**config.mk**
```make
export PLATFORM = sky130hd
export DESIGN_NAME = fair_share_pick_next_scheduler
export DESIGN_NICKNAME = d
export VERILOG_FILES = /design/src/hdl/fss_pkg.sv /design/src/hdl/fss_ram.sv /design/src/hdl/fss_div.sv /design/src/hdl/fss_cfg.sv /design/src/hdl/fair_share_pick_next_scheduler.sv
export SDC_FILE = /design/constraint.sdc
export NUM_CORES = 2
export LEC_CHECK = 0
export ABC_AREA = 1
export ABC_CLOCK_PERIOD_IN_PS = 7410
export CAP_MARGIN = 20
export CORE_AREA = 2 2 635 637
export DETAILED_ROUTE_END_ITERATION = 6
export DIE_AREA = 0 0 637 639
export DONT_BUFFER_PORTS = 1
export GPL_ROUTABILITY_DRIVEN = 0
export HOLD_SLACK_MARGIN = 0.15
export PLACE_DENSITY_LB_ADDON = 0.3
export REMOVE_ABC_BUFFERS = 1
export SYNTH_ARGS = -nofsm -noshare
export SYNTH_HDL_FRONTEND = slang
export SYNTH_SLANG_ARGS = --single-unit
```
**constraint.sdc**
```tcl
create_clock -name clk -period 7.41 [get_ports clk]
set_input_delay 1.482 -clock clk [delete_from_list [all_inputs] [get_ports clk]]
set_output_delay 1.482 -clock clk [all_outputs]
set_load 0.02 [all_outputs]
```
**src/hdl/fss_pkg.sv**
```systemverilog
// shared types, constants and the nice-to-weight table for the fair-share scheduler
// no dependencies
package fss_pkg;

  localparam int SLOTS      = 64;
  localparam int SLOT_W     = $clog2(SLOTS);
  localparam int CNT_W      = $clog2(SLOTS + 1);
  localparam int VR_W       = 32;
  localparam int NICE_W     = 6;
  localparam int ENTRY_W    = VR_W + NICE_W;
  localparam int CFG_W      = 16;
  localparam int WEIGHT_W   = 17;
  localparam int WSUM_W     = WEIGHT_W + CNT_W;
  localparam int PERIOD_W   = CFG_W + CNT_W;
  localparam int DIV_NUM_W  = PERIOD_W + WEIGHT_W;
  localparam int DIV_DEN_W  = WSUM_W;
  localparam int DIV_CNT_W  = $clog2(DIV_NUM_W + 1);
  localparam int SLICE_W    = 24;
  localparam int APB_ADDR_W = 3;

  localparam logic [SLICE_W-1:0] SLICE_MAX = {SLICE_W{1'b1}};
  localparam logic [NICE_W-1:0]  NICE_MAX  = NICE_W'(39);

  localparam logic [1:0] OP_WRITE = 2'd0;
  localparam logic [1:0] OP_PICK  = 2'd1;
  localparam logic [1:0] OP_STOP  = 2'd2;

  localparam logic REG_LATENCY  = 1'b0;
  localparam logic REG_MIN_GRAN = 1'b1;

  localparam logic [CFG_W-1:0] LATENCY_RST  = 16'd20;
  localparam logic [CFG_W-1:0] MIN_GRAN_RST = 16'd4;

  typedef struct packed {
    logic [CFG_W-1:0] latency;
    logic [CFG_W-1:0] min_gran;
  } cfg_t;

  typedef enum logic [2:0] {
    ST_IDLE,
    ST_SCAN,
    ST_EVAL,
    ST_MUL,
    ST_DIV,
    ST_OUT
  } state_t;

  localparam logic [WEIGHT_W-1:0] WEIGHTS [40] = '{
    17'd88761, 17'd71755, 17'd56483, 17'd46273, 17'd36291, 17'd29154, 17'd23254, 17'd18705,
    17'd14949, 17'd11916, 17'd9548,  17'd7620,  17'd6100,  17'd4904,  17'd3906,  17'd3121,
    17'd2501,  17'd1991,  17'd1586,  17'd1277,  17'd1024,  17'd820,   17'd655,   17'd526,
    17'd423,   17'd335,   17'd272,   17'd215,   17'd172,   17'd137,   17'd110,   17'd87,
    17'd70,    17'd56,    17'd45,    17'd36,    17'd29,    17'd23,    17'd18,    17'd15
  };

  // levels above the table use the lightest weight
  function automatic logic [WEIGHT_W-1:0] weight_of(input logic [NICE_W-1:0] nice);
    logic [NICE_W-1:0] n;
    n = (nice > NICE_MAX) ? NICE_MAX : nice;
    return WEIGHTS[n];
  endfunction

endpackage

```
**src/hdl/fss_ram.sv**
```systemverilog
// generic single-port-write, single-port-read ram with registered read data
// no dependencies
module fss_ram #(
  parameter int WIDTH = 8,
  parameter int DEPTH = 16
) (
  input  logic                     clk,
  input  logic                     we,
  input  logic [$clog2(DEPTH)-1:0] waddr,
  input  logic [WIDTH-1:0]         wdata,
  input  logic                     re,
  input  logic [$clog2(DEPTH)-1:0] raddr,
  output logic [WIDTH-1:0]         rdata
);

  logic [WIDTH-1:0] mem [DEPTH];

  always_ff @(posedge clk) begin
    if (we) begin
      mem[waddr] <= wdata;
    end
    if (re) begin
      rdata <= mem[raddr];
    end
  end

endmodule

```
**src/hdl/fss_div.sv**
```systemverilog
// iterative restoring divider, one quotient bit per cycle
// depends on fss_pkg
module fss_div (
  input  logic                           clk,
  input  logic                           rst,
  input  logic                           start,
  input  logic [fss_pkg::DIV_NUM_W-1:0]  dividend,
  input  logic [fss_pkg::DIV_DEN_W-1:0]  divisor,
  output logic                           done,
  output logic [fss_pkg::DIV_NUM_W-1:0]  quotient
);

  logic                          busy;
  logic [fss_pkg::DIV_CNT_W-1:0] cnt;
  logic [fss_pkg::DIV_DEN_W-1:0] rem;
  logic [fss_pkg::DIV_DEN_W-1:0] den;
  logic [fss_pkg::DIV_DEN_W:0]   rem_sh;
  logic [fss_pkg::DIV_DEN_W:0]   rem_sub;
  logic                          fits;

  assign rem_sh  = {rem, quotient[fss_pkg::DIV_NUM_W-1]};
  assign fits    = rem_sh >= {1'b0, den};
  assign rem_sub = rem_sh - {1'b0, den};

  always_ff @(posedge clk) begin
    if (rst) begin
      busy <= 1'b0;
      done <= 1'b0;
      cnt  <= '0;
    end else begin
      done <= 1'b0;
      if (start) begin
        busy <= 1'b1;
        cnt  <= fss_pkg::DIV_CNT_W'(fss_pkg::DIV_NUM_W);
      end else if (busy) begin
        cnt <= cnt - 1'b1;
        if (cnt == fss_pkg::DIV_CNT_W'(1)) begin
          busy <= 1'b0;
          done <= 1'b1;
        end
      end
    end
  end

  always_ff @(posedge clk) begin
    if (start) begin
      quotient <= dividend;
      rem      <= '0;
      den      <= divisor;
    end else if (busy) begin
      rem      <= fits ? rem_sub[fss_pkg::DIV_DEN_W-1:0] : rem_sh[fss_pkg::DIV_DEN_W-1:0];
      quotient <= {quotient[fss_pkg::DIV_NUM_W-2:0], fits};
    end
  end

endmodule

```
**src/hdl/fss_cfg.sv**
```systemverilog
// apb register file holding scheduling latency and minimum granularity
// depends on fss_pkg
module fss_cfg (
  input  logic                            clk,
  input  logic                            rst,
  input  logic                            psel,
  input  logic                            penable,
  input  logic                            pwrite,
  input  logic [fss_pkg::APB_ADDR_W-1:0]  paddr,
  input  logic [31:0]                     pwdata,
  output logic [31:0]                     prdata,
  output logic                            pready,
  output fss_pkg::cfg_t                   cfg
);

  logic wr;

  assign pready = 1'b1;
  assign wr     = psel & penable & pwrite;

  always_ff @(posedge clk) begin
    if (rst) begin
      cfg.latency  <= fss_pkg::LATENCY_RST;
      cfg.min_gran <= fss_pkg::MIN_GRAN_RST;
    end else if (wr) begin
      case (paddr[2])
        fss_pkg::REG_LATENCY:  cfg.latency  <= pwdata[fss_pkg::CFG_W-1:0];
        fss_pkg::REG_MIN_GRAN: cfg.min_gran <= pwdata[fss_pkg::CFG_W-1:0];
        default: ;
      endcase
    end
  end

  always_comb begin
    case (paddr[2])
      fss_pkg::REG_LATENCY:  prdata = 32'(cfg.latency);
      fss_pkg::REG_MIN_GRAN: prdata = 32'(cfg.min_gran);
      default:               prdata = '0;
    endcase
  end

endmodule

```
**src/hdl/fair_share_pick_next_scheduler.sv**
```systemverilog
// top level of the fair-share pick-next scheduler: control sequencer, ready flags, scan datapath
// depends on fss_pkg, fss_ram, fss_div, fss_cfg
//
// One request word is taken at a time. A write (opcode 0), stop (opcode 2) or unused (opcode 3)
// word returns its all-zero response through the output state. A pick (opcode 1) scans the slot
// memory one entry per cycle through its single read port, then passes the evaluate state and,
// if a slot is found, the multiply state and a 40-step restoring divide for the time slice. The
// response sits in an output register, so a new request is accepted while the previous response
// still waits for rsp_ready. Virtual runtime and nice level live in the slot memory; ready flags
// are flip-flops cleared by reset. Configuration is written over the apb port at byte address 0
// (scheduling latency) and 4 (min_granularity).
module fair_share_pick_next_scheduler (
  input  logic                            clk,
  input  logic                            rst,
  // request channel
  input  logic                            req_valid,
  output logic                            req_ready,
  input  logic [1:0]                      opcode,
  input  logic [5:0]                      slot,
  input  logic                            ready_req,
  input  logic [31:0]                     vruntime,
  input  logic [5:0]                      nice,
  // response channel
  output logic                            rsp_valid,
  input  logic                            rsp_ready,
  output logic [5:0]                      chosen_slot,
  output logic                            none_ready,
  output logic [23:0]                     time_slice,
  // configuration port
  input  logic                            psel,
  input  logic                            penable,
  input  logic                            pwrite,
  input  logic [fss_pkg::APB_ADDR_W-1:0]  paddr,
  input  logic [31:0]                     pwdata,
  output logic [31:0]                     prdata,
  output logic                            pready
);

  fss_pkg::state_t state, state_next;
  fss_pkg::cfg_t   cfg;

  // task table control state
  logic [fss_pkg::SLOTS-1:0]   ready_flags;
  logic                        running_valid;
  logic [fss_pkg::SLOT_W-1:0]  running_slot;

  // scan state
  logic [fss_pkg::CNT_W-1:0]    rd_cnt;
  logic                         cmp_vld;
  logic [fss_pkg::SLOT_W-1:0]   cmp_idx;
  logic                         found;
  logic [fss_pkg::SLOT_W-1:0]   best_idx;
  logic [fss_pkg::VR_W-1:0]     best_vr;
  logic [fss_pkg::WEIGHT_W-1:0] best_wt;
  logic [fss_pkg::CNT_W-1:0]    tot_cnt;
  logic [fss_pkg::WSUM_W-1:0]   tot_wsum;

  // slice arithmetic
  logic [fss_pkg::PERIOD_W-1:0]  thr_prod;
  logic [fss_pkg::PERIOD_W-1:0]  alt_period;
  logic [fss_pkg::PERIOD_W-1:0]  period;
  logic [fss_pkg::CNT_W-1:0]     cnt_m1;
  logic [fss_pkg::DIV_NUM_W-1:0] numer;
  logic [fss_pkg::DIV_NUM_W:0]   slice_sum;
  logic [fss_pkg::DIV_NUM_W-1:0] div_q;
  logic                          div_done;

  // pending response
  logic [5:0]                   res_slot;
  logic                         res_none;
  logic [fss_pkg::SLICE_W-1:0]  res_slice;

  // memory ports
  logic                         ram_we;
  logic                         ram_re;
  logic                         div_start;
  logic                         req_fire;
  logic                         slot_ok;
  logic                         rsp_load;
  logic [fss_pkg::ENTRY_W-1:0]  ram_rdata;
  logic [fss_pkg::VR_W-1:0]     rd_vr;
  logic [fss_pkg::WEIGHT_W-1:0] rd_wt;

  fss_cfg u_cfg (
    .clk     (clk),
    .rst     (rst),
    .psel    (psel),
    .penable (penable),
    .pwrite  (pwrite),
    .paddr   (paddr),
    .pwdata  (pwdata),
    .prdata  (prdata),
    .pready  (pready),
    .cfg     (cfg)
  );

  fss_ram #(
    .WIDTH (fss_pkg::ENTRY_W),
    .DEPTH (fss_pkg::SLOTS)
  ) u_ram (
    .clk   (clk),
    .we    (ram_we),
    .waddr (fss_pkg::SLOT_W'(slot)),
    .wdata ({vruntime, nice}),
    .re    (ram_re),
    .raddr (rd_cnt[fss_pkg::SLOT_W-1:0]),
    .rdata (ram_rdata)
  );

  fss_div u_div (
    .clk      (clk),
    .rst      (rst),
    .start    (div_start),
    .dividend (numer),
    .divisor  (tot_wsum),
    .done     (div_done),
    .quotient (div_q)
  );

  assign req_fire = req_valid & req_ready;
  assign slot_ok  = {5'd0, slot} < 11'(fss_pkg::SLOTS);
  assign rsp_load = (state == fss_pkg::ST_OUT) && (!rsp_valid || rsp_ready);
  assign rd_vr    = ram_rdata[fss_pkg::ENTRY_W-1:fss_pkg::NICE_W];
  assign rd_wt    = fss_pkg::weight_of(ram_rdata[fss_pkg::NICE_W-1:0]);

  // ready count after the pick is the scanned count less the chosen slot
  assign cnt_m1   = tot_cnt - fss_pkg::CNT_W'(1);

  // period widens once more tasks are ready than latency / min_gran allows
  assign period   = (thr_prod > fss_pkg::PERIOD_W'(cfg.latency)) ? alt_period
                                                                  : fss_pkg::PERIOD_W'(cfg.latency);
  assign numer    = fss_pkg::DIV_NUM_W'(period) * fss_pkg::DIV_NUM_W'(best_wt);
  assign slice_sum = (fss_pkg::DIV_NUM_W + 1)'(cfg.min_gran) + (fss_pkg::DIV_NUM_W + 1)'(div_q);

  // next state
  always_comb begin
    state_next = state;
    case (state)
      fss_pkg::ST_IDLE: begin
        if (req_fire) begin
          state_next = (opcode == fss_pkg::OP_PICK) ? fss_pkg::ST_SCAN : fss_pkg::ST_OUT;
        end
      end
      fss_pkg::ST_SCAN: begin
        if (rd_cnt == fss_pkg::CNT_W'(fss_pkg::SLOTS)) begin
          state_next = fss_pkg::ST_EVAL;
        end
      end
      fss_pkg::ST_EVAL: state_next = found ? fss_pkg::ST_MUL : fss_pkg::ST_OUT;
      fss_pkg::ST_MUL:  state_next = fss_pkg::ST_DIV;
      fss_pkg::ST_DIV: begin
        if (div_done) begin
          state_next = fss_pkg::ST_OUT;
        end
      end
      fss_pkg::ST_OUT: begin
        if (rsp_load) begin
          state_next = fss_pkg::ST_IDLE;
        end
      end
      default: state_next = fss_pkg::ST_IDLE;
    endcase
  end

  // control outputs
  always_comb begin
    req_ready = 1'b0;
    ram_we    = 1'b0;
    ram_re    = 1'b0;
    div_start = 1'b0;
    case (state)
      fss_pkg::ST_IDLE: begin
        req_ready = 1'b1;
        ram_we    = req_valid && (opcode == fss_pkg::OP_WRITE) && slot_ok;
      end
      fss_pkg::ST_SCAN: ram_re    = rd_cnt < fss_pkg::CNT_W'(fss_pkg::SLOTS);
      fss_pkg::ST_MUL:  div_start = 1'b1;
      default: ;
    endcase
  end

  always_ff @(posedge clk) begin
    if (rst) begin
      state <= fss_pkg::ST_IDLE;
    end else begin
      state <= state_next;
    end
  end

  // ready flags and running slot
  always_ff @(posedge clk) begin
    if (rst) begin
      ready_flags   <= '0;
      running_valid <= 1'b0;
      running_slot  <= '0;
    end else begin
      if (state == fss_pkg::ST_IDLE && req_fire) begin
        case (opcode)
          fss_pkg::OP_WRITE: begin
            if (slot_ok) begin
              ready_flags[fss_pkg::SLOT_W'(slot)] <= ready_req;
            end
          end
          fss_pkg::OP_PICK: begin
            // the running task goes back to the ready set before the scan
            if (running_valid) begin
              ready_flags[running_slot] <= 1'b1;
            end
            running_valid <= 1'b0;
          end
          fss_pkg::OP_STOP: running_valid <= 1'b0;
          default: ;
        endcase
      end else if (state == fss_pkg::ST_EVAL && found) begin
        ready_flags[best_idx] <= 1'b0;
        running_valid         <= 1'b1;
        running_slot          <= best_idx;
      end
    end
  end

  // scan read pointer; the compare stage runs in the cycle after the memory read
  always_ff @(posedge clk) begin
    if (rst) begin
      cmp_vld <= 1'b0;
    end else begin
      cmp_vld <= ram_re;
    end
  end

  always_ff @(posedge clk) begin
    cmp_idx <= rd_cnt[fss_pkg::SLOT_W-1:0];
    if (state == fss_pkg::ST_IDLE) begin
      rd_cnt   <= '0;
      found    <= 1'b0;
      tot_cnt  <= '0;
      tot_wsum <= '0;
    end else begin
      if (ram_re) begin
        rd_cnt <= rd_cnt + 1'b1;
      end
      if (cmp_vld && ready_flags[cmp_idx]) begin
        tot_cnt  <= tot_cnt + 1'b1;
        tot_wsum <= tot_wsum + fss_pkg::WSUM_W'(rd_wt);
        // less-or-equal lets a later index win a tie
        if (!found || rd_vr <= best_vr) begin
          found    <= 1'b1;
          best_idx <= cmp_idx;
          best_vr  <= rd_vr;
          best_wt  <= rd_wt;
        end
      end
    end
  end

  // threshold test as count * min_gran > latency avoids a divide
  always_ff @(posedge clk) begin
    if (state == fss_pkg::ST_EVAL) begin
      thr_prod   <= fss_pkg::PERIOD_W'(cnt_m1) * fss_pkg::PERIOD_W'(cfg.min_gran);
      alt_period <= fss_pkg::PERIOD_W'(tot_cnt) * fss_pkg::PERIOD_W'(cfg.min_gran);
    end
  end

  // pending response fields
  always_ff @(posedge clk) begin
    case (state)
      fss_pkg::ST_IDLE: begin
        res_slot  <= '0;
        res_none  <= 1'b0;
        res_slice <= '0;
      end
      fss_pkg::ST_EVAL: begin
        if (!found) begin
          res_none  <= 1'b1;
          res_slice <= fss_pkg::SLICE_W'(cfg.min_gran);
        end
      end
      fss_pkg::ST_DIV: begin
        if (div_done) begin
          res_slot  <= 6'(best_idx);
          res_slice <= (slice_sum > (fss_pkg::DIV_NUM_W + 1)'(fss_pkg::SLICE_MAX))
                       ? fss_pkg::SLICE_MAX : slice_sum[fss_pkg::SLICE_W-1:0];
        end
      end
      default: ;
    endcase
  end

  // output register
  always_ff @(posedge clk) begin
    if (rst) begin
      rsp_valid <= 1'b0;
    end else if (rsp_load) begin
      rsp_valid <= 1'b1;
    end else if (rsp_ready) begin
      rsp_valid <= 1'b0;
    end
  end

  always_ff @(posedge clk) begin
    if (rsp_load) begin
      chosen_slot <= res_slot;
      none_ready  <= res_none;
      time_slice  <= res_slice;
    end
  end

endmodule

```
==> flow_metrics.py <==
metrics = {
    "hold_path": {
        "hold_class": "reg -> reg",
        "holdPathStages": 0,
        "min-delay-start": "res_slice[20]$_SDFFCE_PN0P_",
        "hold-path-endpoint": "time_slice[20]$_DFFE_PP_",
    },
    "layout": {
        "final_common_cell": "edfxtp_1",
        "layout_common_cells": "edfxtp_1 (2,697), nor2_1 (1,748), o21ai_0 (1,608)",
        "multi_input_area_mm2": 0.0492,
        "fill_cells": 38356,
        "final_area_mm2": 0.159,
        "final-seq-area_mm2": 0.0847,
        "syn_to_final_growth_pct": 13.7,
        "finalNetCount": 13597,
        "drive_gt1_share_pct": 9.98,
    },
    "worst_setup_path": {
        "timing.critical_path.fanout_max": 12,
        "r2r-end": "u_div.quotient[36]$_DFFE_PP_",
        "r2r_start": "thr_prod[2]$_DFFE_PP_",
        "worst_path_largest_cell_delay_ps": 550,
        "crit_buf_inv": 6,
        "rrSetupSlack_ps": -60,
        "critical_path_required_ps": 8030,
        "startpoint_type": "register",
        "slowest_stage": "fa_1",
        "crit_start": "thr_prod[2]$_DFFE_PP_",
        "r2r_cells": 34,
        "worstPathArrival_ps": 8080,
        "end_kind": "register",
        "critPathKind": "reg -> reg",
        "cpLargestDelayFamily": "adder cells",
    },
    "power_and_ir_drop": {
        "clkPwrFrac_pct": 24.3,
        "ir_drop_mv": 1.37,
        "intPower_mw": 39.6,
        "seq_power_share_pct": 30.0,
        "p_comb_share_pct": 45.7,
        "p_sw_mw": 23.5,
        "p_leak_nw": 56.9,
        "p_total_mw": 63.1,
        "power.density_mw_per_mm2": 397,
        "p_sw_share_pct": 37.2,
    },
    "sta": {
        "setup_viol": 2,
        "slew_viol_final": 0,
        "setup_slack_ps": -59.4,
        "finalSetupTns_ps": -89.3,
        "worst_clock_skew_ps": 74.7,
        "period_needed_ps": 7470,
        "max_freq_ghz": 0.134,
        "rsz0062_at_grt": "true",
        "hold_violations": 0,
        "worst-slew-pin-transition_ps": 1260,
        "period_share_pct": 101,
        "max_slew_margin_pct": 15.7,
    },
    "logic_synthesis": {
        "yosysWarnings": 0,
        "post_synth.cell_area_avg_um2": 11.1,
        "syn_inst": 12646,
        "netlist_area_mm2": 0.140,
        "ys.flop_type": "edfxtp_1",
        "synthDistinctLibCells": 72,
        "synth_edf_count": 2697,
        "synth_seq_cells": 2882,
        "ys_async_sr_fraction_pct": 0,
        "seq_area_frac_synth_pct": 60.6,
    },
    "clock_network": {
        "cts_sinks": 2882,
        "root_buffer": "clkbuf_16",
        "clk_path_buf_depth": 4,
        "numCtsBuffers": 308,
        "cts_tree": "built",
        "insertion_delay_ps": 920,
        "cts_max_level": 5,
        "path_clk_slew_ps": 60,
    },
    "detailed_routing": {
        "ant_nets": 0,
        "wirelength_um": 444000,
        "drt-initial-drc-count": 10987,
        "drc_errors": 2,
        "viasPerCell": 5.42,
        "drt_pre_antenna_iters": 7,
        "wl_per_cell_um": 24.3,
        "vias": 99111,
    },
    "grt": {
        "grt_pass1_wl_um": 644000,
        "overflow": 0,
        "antenna_found_initial": 12,
        "track_usage_pct": 21.1,
        "grt_pass1_vias": 94503,
        "grt_max_degree": 180,
    },
    "placed_design": {
        "place_area_mm2": 0.148,
        "dpl.hpwl_um": 262000,
        "io_buffers": 0,
        "dp_worst_setup_slack_ps": -338,
    },
    "die": {
        "fp.dieW_um": 637,
        "die_h_um": 639,
        "coreArea_mm2": 0.401,
        "dieArea_mm2": 0.407,
        "ios": 155,
        "core.rowCount": 233,
        "start_util_pct": 34.9,
    },
    "outcome": {
        "violations": "design-rule violations, negative setup slack",
        "outcome": "complete, but fails checks",
    },
    "flow_run": {
        "max_cap_violations": 0,
    },
}
Yosys cell counts (10+ instances only):
master    number  share of area (%)
o21bai_1      23               0.12
buf_4         41               0.22
inv_1       1041                2.8
o221ai_1     211                1.3
nand4_1       66               0.30
ha_1         316                2.8
a31oi_1       71               0.32
nor4_1        13              0.058
buf_1         26              0.070
a21oi_1      447                1.6
nor2_2        13              0.058
a221oi_1      10              0.063
o21ai_0     1629                5.8
or2_2         26               0.12
nand2_1     1585                4.3
o211ai_1      99               0.53
o21a_1        29               0.16
a22o_1        30               0.19
nand2_2       12              0.054
xnor2_1       53               0.33
nand3_1      269               0.96
nor2_1      1836                4.9
edfxtp_1    2697                 58
nor3_1        76               0.27
dfxtp_1      185                2.7
fa_1         455                6.5
clkbuf_1     477                1.3
o22ai_1      468                2.1
buf_2        175               0.63
a21o_1        12              0.064
o21ai_1       19              0.068
inv_2         38               0.10
xor2_1        76               0.48
flip-flops by register name, indices dropped and copies added, names as in the netlist, 3 cells and up:
name,count
u_div.rem,24
running_slot,6
rd_cnt,7
time_slice,24
u_ram.rdata,38
u_div.quotient,40
best_idx,6
state,3
thr_prod,23
tot_cnt,7
tot_wsum,24
res_slot,6
u_ram.mem,2432
cmp_idx,6
u_div.cnt,6
best_vr,32
chosen_slot,6
alt_period,23
res_slice,24
best_wt,17
u_div.den,24
ready_flags,64
u_cfg.cfg,32
through the flow:
stage	hold WS, ps	std cells	utilization (%)
after floorplan	400	11931	-
after global placement	405	17665	36.8
after detailed placement	407	17672	36.8
after CTS	405	18252	39.5
after global routing	414	18287	39.6
final	399	18288	39.6
power by group through the flow:
| stage | clock network (mW) | logic, mW | registers, mW |
|---|---|---|---|
| finish | 15.3 | 28.8 | 18.9 |
| floorplan | 0 | 13.4 | 19.4 |
| global route | 16.2 | 31.6 | 19.0 |
| global placement | 0 | 24.6 | 19.3 |
| CTS | 15.5 | 26.6 | 18.9 |
| detailed placement | 0 | 24.4 | 19.3 |
final cells by class:
type	instances	area share, %
Inverter	1086	2.60
Sequential cell	2882	53.3
Antenna cell	17	0.0268
Timing Repair Buffer	496	2.69
Multi-Input combinational cell	7963	31.0
Tap cell	5287	4.16
Clock buffer	401	5.20
Clock inverter	156	1.03
timing repair:
item / in CTS / in global routing
buffers inserted: 21 / 13
resized for setup: 113 / 105
gates cloned: 2 / 0
pin swaps: 21 / 25
endpoints found under the setup margin: 20 / 27
hold buffers: 0 / 0
cells by family after synthesis:
family | synth area share [%]
compound gates | 12.7
flops | 60.6
other cells | 0.00537
xor+xnor | 0.808
fa+ha+maj | 9.35
simple gates | 11.3
buf+inv | 5.20
worst max path at each step:
stage	to	slack, ps	cells past startpoint
2_1_floorplan	u_ram.rdata[22]$_DFFE_PP_	-84760	7
3_3_place_gp	u_div.quotient[29]$_DFFE_PP_	-390	34
3_5_place_dp	u_div.quotient[29]$_DFFE_PP_	-340	34
4_1_cts	u_div.quotient[22]$_DFFE_PP_	-80	36
5_1_grt	u_div.quotient[36]$_DFFE_PP_	-390	36
6_report	u_div.quotient[36]$_DFFE_PP_	-60	34
routing by layer:
metal,GRT usage (%),wire (µm),vias to the layer above
li1,-,-,44637
met1,28.2,182000,49511
met2,34.7,208000,4105
met3,3.03,34300,852
met4,8.24,18900,6
met5,0,42,-
Power figures use the tool's default switching activity.
